## src/rtl/ccsm_pkg.sv

```systemverilog
// ----------------------------------------------------------------------------
// ccsm_pkg
// Shared types, codes and helpers for the character class scan/move block.
// ----------------------------------------------------------------------------
package ccsm_pkg;

  // input op codes
  localparam logic [1:0] OP_LOAD_CLASS = 2'd0;
  localparam logic [1:0] OP_LOAD_SHIFT = 2'd1;
  localparam logic [1:0] OP_DATA       = 2'd2;

  // class codes
  localparam logic [3:0] CLS_NUMERIC = 4'd0;
  localparam logic [3:0] CLS_UPPER   = 4'd1;
  localparam logic [3:0] CLS_LOWER   = 4'd2;
  localparam logic [3:0] CLS_GRAPH   = 4'd3;
  localparam logic [3:0] CLS_CONTROL = 4'd5;
  localparam logic [3:0] CLS_LEAD    = 4'd6;

  localparam logic [5:0] ALL_CLASSES = 6'h3f;

  // result status codes
  localparam logic [1:0] ST_OK        = 2'd0;
  localparam logic [1:0] ST_BAD_CLASS = 2'd1;
  localparam logic [1:0] ST_LEAD_LAST = 2'd2;

  // configuration register indexes
  localparam logic [2:0] CFG_CLASS_SELECT  = 3'd0;
  localparam logic [2:0] CFG_STOP_ON_MATCH = 3'd1;
  localparam logic [2:0] CFG_CASE_SHIFT    = 3'd2;
  localparam logic [2:0] CFG_MOVE_ENABLE   = 3'd3;
  localparam logic [2:0] CFG_BUFFER_LENGTH = 3'd4;

  typedef enum logic [1:0] {
    KIND_LOAD_CLASS,
    KIND_LOAD_SHIFT,
    KIND_DATA
  } kind_e;

  typedef struct packed {
    kind_e       kind;
    logic [7:0]  index;
    logic [7:0]  value;
    logic [7:0]  data;
    logic        start;
  } q_item_t;

  typedef struct packed {
    logic [5:0]  class_select;
    logic        stop_on_match;
    logic [1:0]  case_shift;
    logic        move_enable;
    logic [14:0] buffer_length;
  } cfg_t;

  function automatic logic class_matches(input logic [5:0] sel, input logic [3:0] cls);
    logic m;
    m = 1'b0;
    if (sel[0] && cls == CLS_UPPER) m = 1'b1;
    if (sel[1] && cls == CLS_LOWER) m = 1'b1;
    if (sel[2] && cls == CLS_NUMERIC) m = 1'b1;
    if (sel[3] && cls >= CLS_GRAPH && cls <= CLS_CONTROL) m = 1'b1;
    if (sel[4] && cls <= CLS_CONTROL) m = 1'b1;
    if (sel[5] && cls == CLS_LEAD) m = 1'b1;
    return m;
  endfunction

endpackage

```

## src/rtl/ccsm_front.sv

```systemverilog
// ----------------------------------------------------------------------------
// ccsm_front
// Input side: decodes each accepted word into a queue entry, drops op three.
// ----------------------------------------------------------------------------
module ccsm_front (
  input  logic              in_valid_i,
  output logic              in_ready_o,
  input  logic [1:0]        op_i,
  input  logic [7:0]        table_index_i,
  input  logic [7:0]        table_value_i,
  input  logic [7:0]        data_byte_i,
  input  logic              start_of_buffer_i,
  output logic              push_o,
  output ccsm_pkg::q_item_t push_item_o,
  input  logic              q_ready_i
);
  import ccsm_pkg::*;

  logic keep;

  always_comb begin
    keep = 1'b1;
    push_item_o.kind  = KIND_DATA;
    push_item_o.index = table_index_i;
    push_item_o.value = table_value_i;
    push_item_o.data  = data_byte_i;
    push_item_o.start = start_of_buffer_i;
    unique case (op_i)
      OP_LOAD_CLASS: push_item_o.kind = KIND_LOAD_CLASS;
      OP_LOAD_SHIFT: push_item_o.kind = KIND_LOAD_SHIFT;
      OP_DATA:       push_item_o.kind = KIND_DATA;
      default:       keep = 1'b0;   // unused op: taken and discarded
    endcase
  end

  assign in_ready_o = q_ready_i;
  assign push_o     = in_valid_i && q_ready_i && keep;

endmodule

```

## src/rtl/ccsm_queue.sv

```systemverilog
// ----------------------------------------------------------------------------
// ccsm_queue
// Small FIFO between the front and back halves.
// ----------------------------------------------------------------------------
module ccsm_queue #(
  parameter int Depth = 4
) (
  input  logic              clk_i,
  input  logic              rst_ni,
  input  logic              push_i,
  input  ccsm_pkg::q_item_t push_item_i,
  output logic              ready_o,
  output logic              valid_o,
  output ccsm_pkg::q_item_t pop_item_o,
  input  logic              pop_i
);
  import ccsm_pkg::*;

  localparam int PtrW = (Depth > 1) ? $clog2(Depth) : 1;
  localparam int CntW = $clog2(Depth + 1);
  localparam logic [PtrW-1:0] LastPtr = PtrW'(Depth - 1);
  localparam logic [CntW-1:0] FullCnt = CntW'(Depth);

  q_item_t         mem_q [Depth];
  logic [PtrW-1:0] wr_ptr_q, wr_ptr_d, rd_ptr_q, rd_ptr_d;
  logic [CntW-1:0] cnt_q, cnt_d;
  logic            do_push, do_pop;

  assign ready_o    = cnt_q != FullCnt;
  assign valid_o    = cnt_q != '0;
  assign pop_item_o = mem_q[rd_ptr_q];
  assign do_push    = push_i && ready_o;
  assign do_pop     = pop_i && valid_o;

  always_comb begin
    wr_ptr_d = wr_ptr_q;
    rd_ptr_d = rd_ptr_q;
    cnt_d    = cnt_q;
    if (do_push) wr_ptr_d = (wr_ptr_q == LastPtr) ? '0 : wr_ptr_q + PtrW'(1);
    if (do_pop)  rd_ptr_d = (rd_ptr_q == LastPtr) ? '0 : rd_ptr_q + PtrW'(1);
    if (do_push && !do_pop) cnt_d = cnt_q + CntW'(1);
    if (do_pop && !do_push) cnt_d = cnt_q - CntW'(1);
  end

  always_ff @(posedge clk_i or negedge rst_ni) begin
    if (!rst_ni) begin
      wr_ptr_q <= '0;
      rd_ptr_q <= '0;
      cnt_q    <= '0;
    end else begin
      wr_ptr_q <= wr_ptr_d;
      rd_ptr_q <= rd_ptr_d;
      cnt_q    <= cnt_d;
    end
  end

  always_ff @(posedge clk_i) begin
    if (do_push) mem_q[wr_ptr_q] <= push_item_i;
  end

endmodule

```

## src/rtl/ccsm_back.sv

```systemverilog
// ----------------------------------------------------------------------------
// ccsm_back
// Execution side: table memories, scan state and the output register.
// ----------------------------------------------------------------------------
module ccsm_back (
  input  logic              clk_i,
  input  logic              rst_ni,
  input  ccsm_pkg::cfg_t    cfg_i,
  input  logic              item_valid_i,
  input  ccsm_pkg::q_item_t item_i,
  output logic              item_pop_o,
  output logic              out_valid_o,
  input  logic              out_ready_i,
  output logic [7:0]        out_byte_o,
  output logic              write_enable_o,
  output logic              finished_o,
  output logic [14:0]       char_count_o,
  output logic [1:0]        status_o
);
  import ccsm_pkg::*;

  logic [3:0] class_mem [256];
  logic [7:0] shift_mem [256];

  // lookup stage
  logic       s1_valid_q;
  logic [7:0] s1_byte_q;
  logic       s1_start_q;
  logic [3:0] cls_q;
  logic [7:0] shv_q;

  // scan state
  logic [14:0] pos_q, pos_d;
  logic        trail_q, trail_d;
  logic        stopped_q, stopped_d;

  // output register
  logic        out_valid_q;
  logic [7:0]  out_byte_q;
  logic        out_we_q, out_fin_q;
  logic [14:0] out_cnt_q;
  logic [1:0]  out_st_q;

  logic        has_res, out_free, s1_go, s1_free;
  logic [14:0] pos, pos_inc;
  logic        trail, mv;
  logic [7:0]  ob;
  logic [7:0]  r_byte;
  logic        r_we, r_fin;
  logic [14:0] r_cnt;
  logic [1:0]  r_st;

  assign out_free   = !out_valid_q || out_ready_i;
  assign s1_go      = s1_valid_q && (!has_res || out_free);
  assign s1_free    = !s1_valid_q || s1_go;
  assign item_pop_o = item_valid_i && s1_free;

  // loads complete here; later words read the updated entry
  always_ff @(posedge clk_i) begin
    if (item_pop_o) begin
      unique case (item_i.kind)
        KIND_LOAD_CLASS: class_mem[item_i.index] <= item_i.value[3:0];
        KIND_LOAD_SHIFT: shift_mem[item_i.index] <= item_i.value;
        KIND_DATA: begin
          cls_q      <= class_mem[item_i.data];
          shv_q      <= shift_mem[item_i.data];
          s1_byte_q  <= item_i.data;
          s1_start_q <= item_i.start;
        end
        default: ;
      endcase
    end
  end

  always_ff @(posedge clk_i or negedge rst_ni) begin
    if (!rst_ni) begin
      s1_valid_q <= 1'b0;
    end else if (s1_free) begin
      s1_valid_q <= item_pop_o && (item_i.kind == KIND_DATA);
    end
  end

  always_comb begin
    pos     = s1_start_q ? 15'd0 : pos_q;
    trail   = s1_start_q ? 1'b0 : trail_q;
    pos_inc = pos + 15'd1;
    mv      = cfg_i.move_enable;
    ob      = (cfg_i.case_shift != 2'd0 && cls_q != CLS_LEAD) ? shv_q : s1_byte_q;
    has_res = s1_start_q || !stopped_q;

    pos_d     = pos;
    trail_d   = trail;
    stopped_d = 1'b0;
    r_byte    = 8'd0;
    r_we      = 1'b0;
    r_fin     = 1'b0;
    r_cnt     = 15'd0;
    r_st      = ST_OK;

    if (!has_res) begin
      // stopped and no start mark: word dropped
      pos_d     = pos_q;
      trail_d   = trail_q;
      stopped_d = stopped_q;
    end else if (pos >= cfg_i.buffer_length) begin
      stopped_d = 1'b1;
      r_fin     = 1'b1;
      r_cnt     = pos;
    end else if (trail) begin
      // trailing byte of a pair: copied untested, unshifted
      trail_d = 1'b0;
      pos_d   = pos_inc;
      r_byte  = mv ? s1_byte_q : 8'd0;
      r_we    = mv;
      if (pos_inc >= cfg_i.buffer_length) begin
        stopped_d = 1'b1;
        r_fin     = 1'b1;
        r_cnt     = pos_inc;
      end
    end else if (cfg_i.class_select != ALL_CLASSES && cfg_i.class_select != 6'd0 &&
                 cls_q > CLS_LEAD) begin
      stopped_d = 1'b1;
      r_fin     = 1'b1;
      r_st      = ST_BAD_CLASS;
    end else if (cfg_i.class_select != ALL_CLASSES &&
                 class_matches(cfg_i.class_select, cls_q) == cfg_i.stop_on_match) begin
      stopped_d = 1'b1;
      r_fin     = 1'b1;
      r_cnt     = pos;
    end else if (cls_q == CLS_LEAD) begin
      r_byte = mv ? ob : 8'd0;
      r_we   = mv;
      if (pos_inc >= cfg_i.buffer_length) begin
        stopped_d = 1'b1;
        r_fin     = 1'b1;
        r_cnt     = pos;
        r_st      = ST_LEAD_LAST;
      end else begin
        trail_d = 1'b1;
        pos_d   = pos_inc;
      end
    end else begin
      pos_d  = pos_inc;
      r_byte = mv ? ob : 8'd0;
      r_we   = mv;
      if (pos_inc >= cfg_i.buffer_length) begin
        stopped_d = 1'b1;
        r_fin     = 1'b1;
        r_cnt     = pos_inc;
      end
    end
  end

  always_ff @(posedge clk_i or negedge rst_ni) begin
    if (!rst_ni) begin
      pos_q     <= '0;
      trail_q   <= 1'b0;
      stopped_q <= 1'b1;
    end else if (s1_go) begin
      pos_q     <= pos_d;
      trail_q   <= trail_d;
      stopped_q <= stopped_d;
    end
  end

  always_ff @(posedge clk_i or negedge rst_ni) begin
    if (!rst_ni) begin
      out_valid_q <= 1'b0;
    end else if (s1_go && has_res) begin
      out_valid_q <= 1'b1;
    end else if (out_ready_i) begin
      out_valid_q <= 1'b0;
    end
  end

  always_ff @(posedge clk_i) begin
    if (s1_go && has_res) begin
      out_byte_q <= r_byte;
      out_we_q   <= r_we;
      out_fin_q  <= r_fin;
      out_cnt_q  <= r_cnt;
      out_st_q   <= r_st;
    end
  end

  assign out_valid_o    = out_valid_q;
  assign out_byte_o     = out_byte_q;
  assign write_enable_o = out_we_q;
  assign finished_o     = out_fin_q;
  assign char_count_o   = out_cnt_q;
  assign status_o       = out_st_q;

endmodule

```

## src/rtl/char_class_scan_move.sv

```systemverilog
// ----------------------------------------------------------------------------
// char_class_scan_move
// Table driven byte scanner and copier, top level.
// ----------------------------------------------------------------------------
// Usage:
//   Input channel (in_valid_i/in_ready_o) carries one word per item: a class
//   table load, a shift table load, or a buffer data byte. Loads produce no
//   output and apply to every later data byte. Op three is taken and dropped.
//   Output channel (out_valid_o/out_ready_i) carries one result per data byte
//   of a running scan. Config channel (cfg_valid_i/cfg_ready_o) writes the
//   scan registers; it is always ready. The user must write it only while
//   idle; the block does not enforce this.
// Path: queue write, table read, then scan stage into the output register.
// Throughput: one word per cycle while the output is not stalled; the table
//   memories are read and the scan state updates once per data byte.
// Reset: scan is stopped, queue empty, registers at defaults; table contents
//   hold no defined value until loaded.
// Receiver stall: the output register holds its word, the scan stage and the
//   queue back up, and in_ready_o drops once the queue is full.
// ----------------------------------------------------------------------------
module char_class_scan_move #(
  parameter int QueueDepth = 4
) (
  input  logic        clk_i,
  input  logic        rst_ni,
  input  logic        in_valid_i,
  output logic        in_ready_o,
  input  logic [1:0]  op_i,
  input  logic [7:0]  table_index_i,
  input  logic [7:0]  table_value_i,
  input  logic [7:0]  data_byte_i,
  input  logic        start_of_buffer_i,
  output logic        out_valid_o,
  input  logic        out_ready_i,
  output logic [7:0]  out_byte_o,
  output logic        write_enable_o,
  output logic        finished_o,
  output logic [14:0] char_count_o,
  output logic [1:0]  status_o,
  input  logic        cfg_valid_i,
  output logic        cfg_ready_o,
  input  logic [2:0]  cfg_index_i,
  input  logic [14:0] cfg_data_i
);
  import ccsm_pkg::*;

  cfg_t    cfg_q;
  q_item_t push_item, pop_item;
  logic    push, q_ready, q_valid, pop;

  assign cfg_ready_o = 1'b1;

  always_ff @(posedge clk_i or negedge rst_ni) begin
    if (!rst_ni) begin
      cfg_q.class_select  <= 6'd0;
      cfg_q.stop_on_match <= 1'b0;
      cfg_q.case_shift    <= 2'd0;
      cfg_q.move_enable   <= 1'b0;
      cfg_q.buffer_length <= 15'd1;
    end else if (cfg_valid_i) begin
      unique case (cfg_index_i)
        CFG_CLASS_SELECT:  cfg_q.class_select  <= cfg_data_i[5:0];
        CFG_STOP_ON_MATCH: cfg_q.stop_on_match <= cfg_data_i[0];
        CFG_CASE_SHIFT:    cfg_q.case_shift    <= cfg_data_i[1:0];
        CFG_MOVE_ENABLE:   cfg_q.move_enable   <= cfg_data_i[0];
        CFG_BUFFER_LENGTH: cfg_q.buffer_length <= cfg_data_i;
        default: ;
      endcase
    end
  end

  ccsm_front u_front (
    .in_valid_i        (in_valid_i),
    .in_ready_o        (in_ready_o),
    .op_i              (op_i),
    .table_index_i     (table_index_i),
    .table_value_i     (table_value_i),
    .data_byte_i       (data_byte_i),
    .start_of_buffer_i (start_of_buffer_i),
    .push_o            (push),
    .push_item_o       (push_item),
    .q_ready_i         (q_ready)
  );

  ccsm_queue #(
    .Depth (QueueDepth)
  ) u_queue (
    .clk_i       (clk_i),
    .rst_ni      (rst_ni),
    .push_i      (push),
    .push_item_i (push_item),
    .ready_o     (q_ready),
    .valid_o     (q_valid),
    .pop_item_o  (pop_item),
    .pop_i       (pop)
  );

  ccsm_back u_back (
    .clk_i          (clk_i),
    .rst_ni         (rst_ni),
    .cfg_i          (cfg_q),
    .item_valid_i   (q_valid),
    .item_i         (pop_item),
    .item_pop_o     (pop),
    .out_valid_o    (out_valid_o),
    .out_ready_i    (out_ready_i),
    .out_byte_o     (out_byte_o),
    .write_enable_o (write_enable_o),
    .finished_o     (finished_o),
    .char_count_o   (char_count_o),
    .status_o       (status_o)
  );

endmodule

```

## config.mk

```make
export PLATFORM = sky130hd
export DESIGN_NAME = char_class_scan_move
export DESIGN_NICKNAME = d
export VERILOG_FILES = /design/src/rtl/ccsm_pkg.sv /design/src/rtl/ccsm_front.sv /design/src/rtl/ccsm_queue.sv /design/src/rtl/ccsm_back.sv /design/src/rtl/char_class_scan_move.sv
export SDC_FILE = /design/constraint.sdc
export NUM_CORES = 2
export LEC_CHECK = 0
export BUFFER_PORTS_ARGS = -buffer_cell sky130_fd_sc_hd__buf_2
export CAP_MARGIN = 40
export CORE_ASPECT_RATIO = 1.1
export CORE_MARGIN = 5
export CORE_UTILIZATION = 60
export DETAILED_ROUTE_END_ITERATION = 8
export PLACE_DENSITY_LB_ADDON = 0.05
export SLEW_MARGIN = 10
export SYNTH_ARGS = -nofsm -noshare
export SYNTH_HDL_FRONTEND = slang
export SYNTH_HIERARCHICAL = 1
export SYNTH_SLANG_ARGS = --single-unit
```

## constraint.sdc

```tcl
create_clock -name clk_i -period 6.9 [get_ports clk_i]
set_input_delay 1.035 -clock clk_i [delete_from_list [all_inputs] [get_ports clk_i]]
set_output_delay 1.035 -clock clk_i [all_outputs]
set_load 0.01 [all_outputs]
```

==> summary.md <==
| Metric | Value |
|---|---|
| Area leader, netlist | `edfxtp_1` |
| TritonRoute pass-1 iters | `5` |
| Clk Latency, worst-skew pair | `~0.94 ns` |
| Net Count, Synth | `just under 6k` |
| Final core occ | `about 67%` |
| Crit path max-delay family | `compound AO/OA/AOI/OAI gates` |
| Initial antenna violation count | `10` |
| Filler cells | `approximately 14k` |
| Hold Fails Final Rpt | `0` |
| Max-slew violations | `0` |
| Mapped Area | `between 0.1 and 0.15 mm2` |
| Ys Warns | `6` |
| CTS Buffer Depth | `4` |
| Worst hold path type | `in2reg` |
| Final Skew | `between 0.03 and 0.04 ns` |
| Global Route Usage Sum | `27.3%` |
| Hold path start | `table_index_i[5]` |
| I/O Buffers | `78` |
| Die X | `452 um` |
| Sequential Area | `just under 0.1 mm2` |
| WS Path Type | `reg2reg` |
| CTS clk-pin slew, worst paths | `~0.060 ns` |
| Clock power frac | `25.4%` |
| Top FF cell, synth | `edfxtp_1` |
| RSZ-0062 raised after global routing | `false` |
| Initial Util | `between 60% and 70%` |
| CTS Hold Bufs | `1` |
| First-pass GRT wire length | `439 mm` |
| Reg power frac | `about two fifths` |
| Unique masters post-synth | `a little over 70` |
| Detail Route Antenna Nets | `0` |
| WP data arrival | `between 6 and 7 ns` |
| Crit-path slowest cell | `o21bai_1` |
| Clock Sinks | `3279` |
| Post-CTS Setup Inserts | `0` |
| Status | `complete, no violations` |
| Critical path fanouts, max | `9` |
| Critical path buffer and inverter count | `0` |
| EDFF count, synth | `between 3k and 4k` |
| Post-synth ARST share | `1.56%` |
| Synth Register Bits | `approximately 3.3k` |
| Gr ovfl total | `0` |
| Worst VDD drop | `between 0.0004 and 0.0005 V` |
| Wirelength per Cell | `around 33 um` |
| Final period util | `roughly 80%` |
| Share of layout cells above drive strength 1 | `a little over a quarter` |
| Reg-to-Reg Start | `u_back/s1_start_q` |
| TritonCTS Buffers | `around 340` |
| Post_cts resized | `0` |
| Mean Syn Cell Area | `22.0 um2` |
| Cell breakdown of the critical path | `nand2b_1, nor4_1, and3_1, and2_1, nand3_1, xor2_1, nor2_1, ha_1, a21o_1, a21o_1, a21oi_1, o41ai_1, o21ai_0, a21oi_1, o21bai_1, o21ai_0` |
| I/O pin total | `80` |
| Register area share after synthesis | `between 70% and 80%` |
| CTS root buffer | `clkbuf_16` |
| Worst R2R End | `u_back/char_count_o[8]` |
| Max cap viols | `0` |
| DRT Wirelength | `around 300 mm` |
| Actual slew at the worst max-slew pin | `1.45 ns` |
| Core Region | `~0.21 mm2` |
| Final setup fails | `0` |
| H-tree levels | `5` |
| Iteration-0 DRC Markers | `6898` |
| Multi-input gate area in the final layout | `~0.029 mm2` |
| Largest net degree at the start of global routing | `~240` |
| WHS Endpoint | `u_queue/mem_q[1][22]` |
| Combinational Power Share | `between 30% and 40%` |
| Slowest stage delay, CP | `0.62 ns` |
| Final min period | `around 5.5 ns` |
| DP HPWL | `approximately 180 mm` |
| Synth top area share | `about 75%` |
| DR DRC count | `0` |
| Rel. slew slack | `roughly 3.5%` |
| R2R cell count | `16` |
| Internal Pwr Total | `about 45 mW` |
| Cell count after synthesis | `around 5.9k` |
| Number of nets in the layout | `6138` |
| R2R Setup Slk | `about 1.4 ns` |
| Vias in the first global route | `61.4k` |
| Most frequent cells in the layout | `edfxtp_1, mux4_2, nor2_1` |
| Switch share | `33.0%` |
| Final Total Pwr | `roughly 67 mW` |
| NetSw | `~22 mW` |
| Hold path depth | `1` |
| Commonest non-fill, non-tap cell in the layout | `edfxtp_1` |
| Area contributors post-synth | `edfxtp_1, mux4_2, nor2_1, dfrtp_1, clkbuf_1` |
| CTS tree | `done` |
| Leak | `around 45 nW` |
| Crit path launch type | `register` |
| RePlAce Congestion | `roughly 0.84` |
| Pwr dens | `between 400 and 500 mW/mm2` |
| Area grow syn2layout | `11.2%` |
| Die area | `0.224 mm2` |
| Setup TNS | `0 ns` |
| Fmax | `between 150 and 200 MHz` |
| Worst endpoint required time | `about 7.5 ns` |
| Element type at the critical path end | `register` |
| DR vias/cell | `6.63` |
| Vias | `~60k` |
| Chip Height | `between 400 and 500 um` |
| Row count | `around 180` |
==> worst reg2reg max path, delay by kind of cell, from the launching register on <==
kind                     cells  cell delay [ns]
AND/OR/NAND/NOR              6             1.83
flip-flops                   1             0.59
AO/OA/AOI/OAI                8             2.30
adder cells (fa/ha/maj)      1             0.30
XOR/XNOR                     1             0.15
==> cell type report <==
type,instances,area share [%]
multi-input cells,2158,20.1
well taps,2790,2.44
repair buffers,237,1.65
inverters,39,0.108
clock buffers,419,6.17
diodes,2,0.00350
flip-flops and latches,3279,68.6
clock inverters,160,0.891
==> kinds of logic after synthesis <==
logic type,after synthesis,synth area share [%]
AND/OR/NAND/NOR,832,2.72
AO/OA/AOI/OAI,204,1.08
buffers and inverters,417,1.50
multiplexers,1068,17.9
XOR/XNOR,15,0.102
adder cells (fa/ha/maj),38,0.373
other,1,0.00291
flip-flops,3279,76.3
==> per-stage QoR <==
step	setup WS [ns]	hold slack [ns]	area, um2	cells
after global routing	1.10	0.251	143000	9083
after floorplan	1.72	0.446	129000	5854
after CTS	1.58	0.227	143000	9080
after global placement	1.57	0.461	132000	8463
after detailed placement	1.60	0.488	133000	8500
final	1.41	0.313	143000	9084
==> registers in the layout, summed over array words and instances, names as in the netlist, 3 cells and up <==
signal / cells
u_back/shift_mem: 2048
u_back/class_mem: 1024
u_queue/mem_q: 108
cfg_q: 25
u_back/char_count_o: 15
u_back/pos_q: 15
u_back/out_byte_o: 8
u_back/s1_byte_q: 8
u_back/shv_q: 8
u_back/cls_q: 4
u_queue/cnt_q: 3
==> synth_stat cells (3+ instances only) <==
library cell  number
edfxtp_1        3228
mux4_2           980
nor2_1           559
clkbuf_1         197
nand2_1          122
buf_2             88
mux2i_1           58
buf_4             50
dfrtp_1           49
inv_1             37
ha_1              36
buf_1             35
a21oi_1           31
o21ai_0           30
nor3_1            29
nand3_1           24
nor2b_1           23
a31oi_1           21
and3_1            20
a22o_1            19
mux2_2            17
o22ai_1           15
a22oi_1           14
o211ai_1          13
mux2_4            12
nand4_1           12
a21o_1            11
o221ai_1          10
o21ai_1            9
a211oi_1           8
nand2b_1           8
nor4_1             8
xnor2_1            8
buf_6              7
xor2_1             7
or3_1              6
or2_2              5
a41oi_1            4
and2_1             3
o21bai_1           3
==> per-layer routing <==
metal	vias up	share of wire (%)	routed length, um	GRT usage [%]
li1	24800	-	-	-
met1	32400	39	119000	39.4
met2	2632	50	150000	44.3
met3	404	8.4	25300	5.34
met4	2	2.6	7970	7.13
met5	-	0.0043	13	0
==> power groups by stage <==
stage / registers [mW] / logic, mW / clock network [mW]
6_report: 26.3 / 23.5 / 16.9
5_1_grt: 26.3 / 24.8 / 18.1
4_1_cts: 26.2 / 23.7 / 17.3
3_5_place_dp: 26.6 / 23.7 / 0
3_3_place_gp: 26.7 / 23.1 / 0
2_1_floorplan: 27.1 / 14.5 / 0
==> worst max-delay path by stage <==
stage / depth (start not counted) / end / from / slack, ns
6_report: 16 / u_back/char_count_o[8] / u_back/s1_start_q / 1.41
3_5_place_dp: 16 / u_back/char_count_o[8] / u_back/s1_start_q / 1.60
3_3_place_gp: 16 / u_back/char_count_o[8] / u_back/s1_start_q / 1.57
5_1_grt: 16 / u_back/char_count_o[8] / u_back/s1_start_q / 1.10
2_1_floorplan: 3 / u_back/class_mem[0][0] / u_queue/rd_ptr_q[1] / 1.72
4_1_cts: 16 / u_back/char_count_o[8] / u_back/s1_start_q / 1.58
Power figures use the tool's default switching activity.
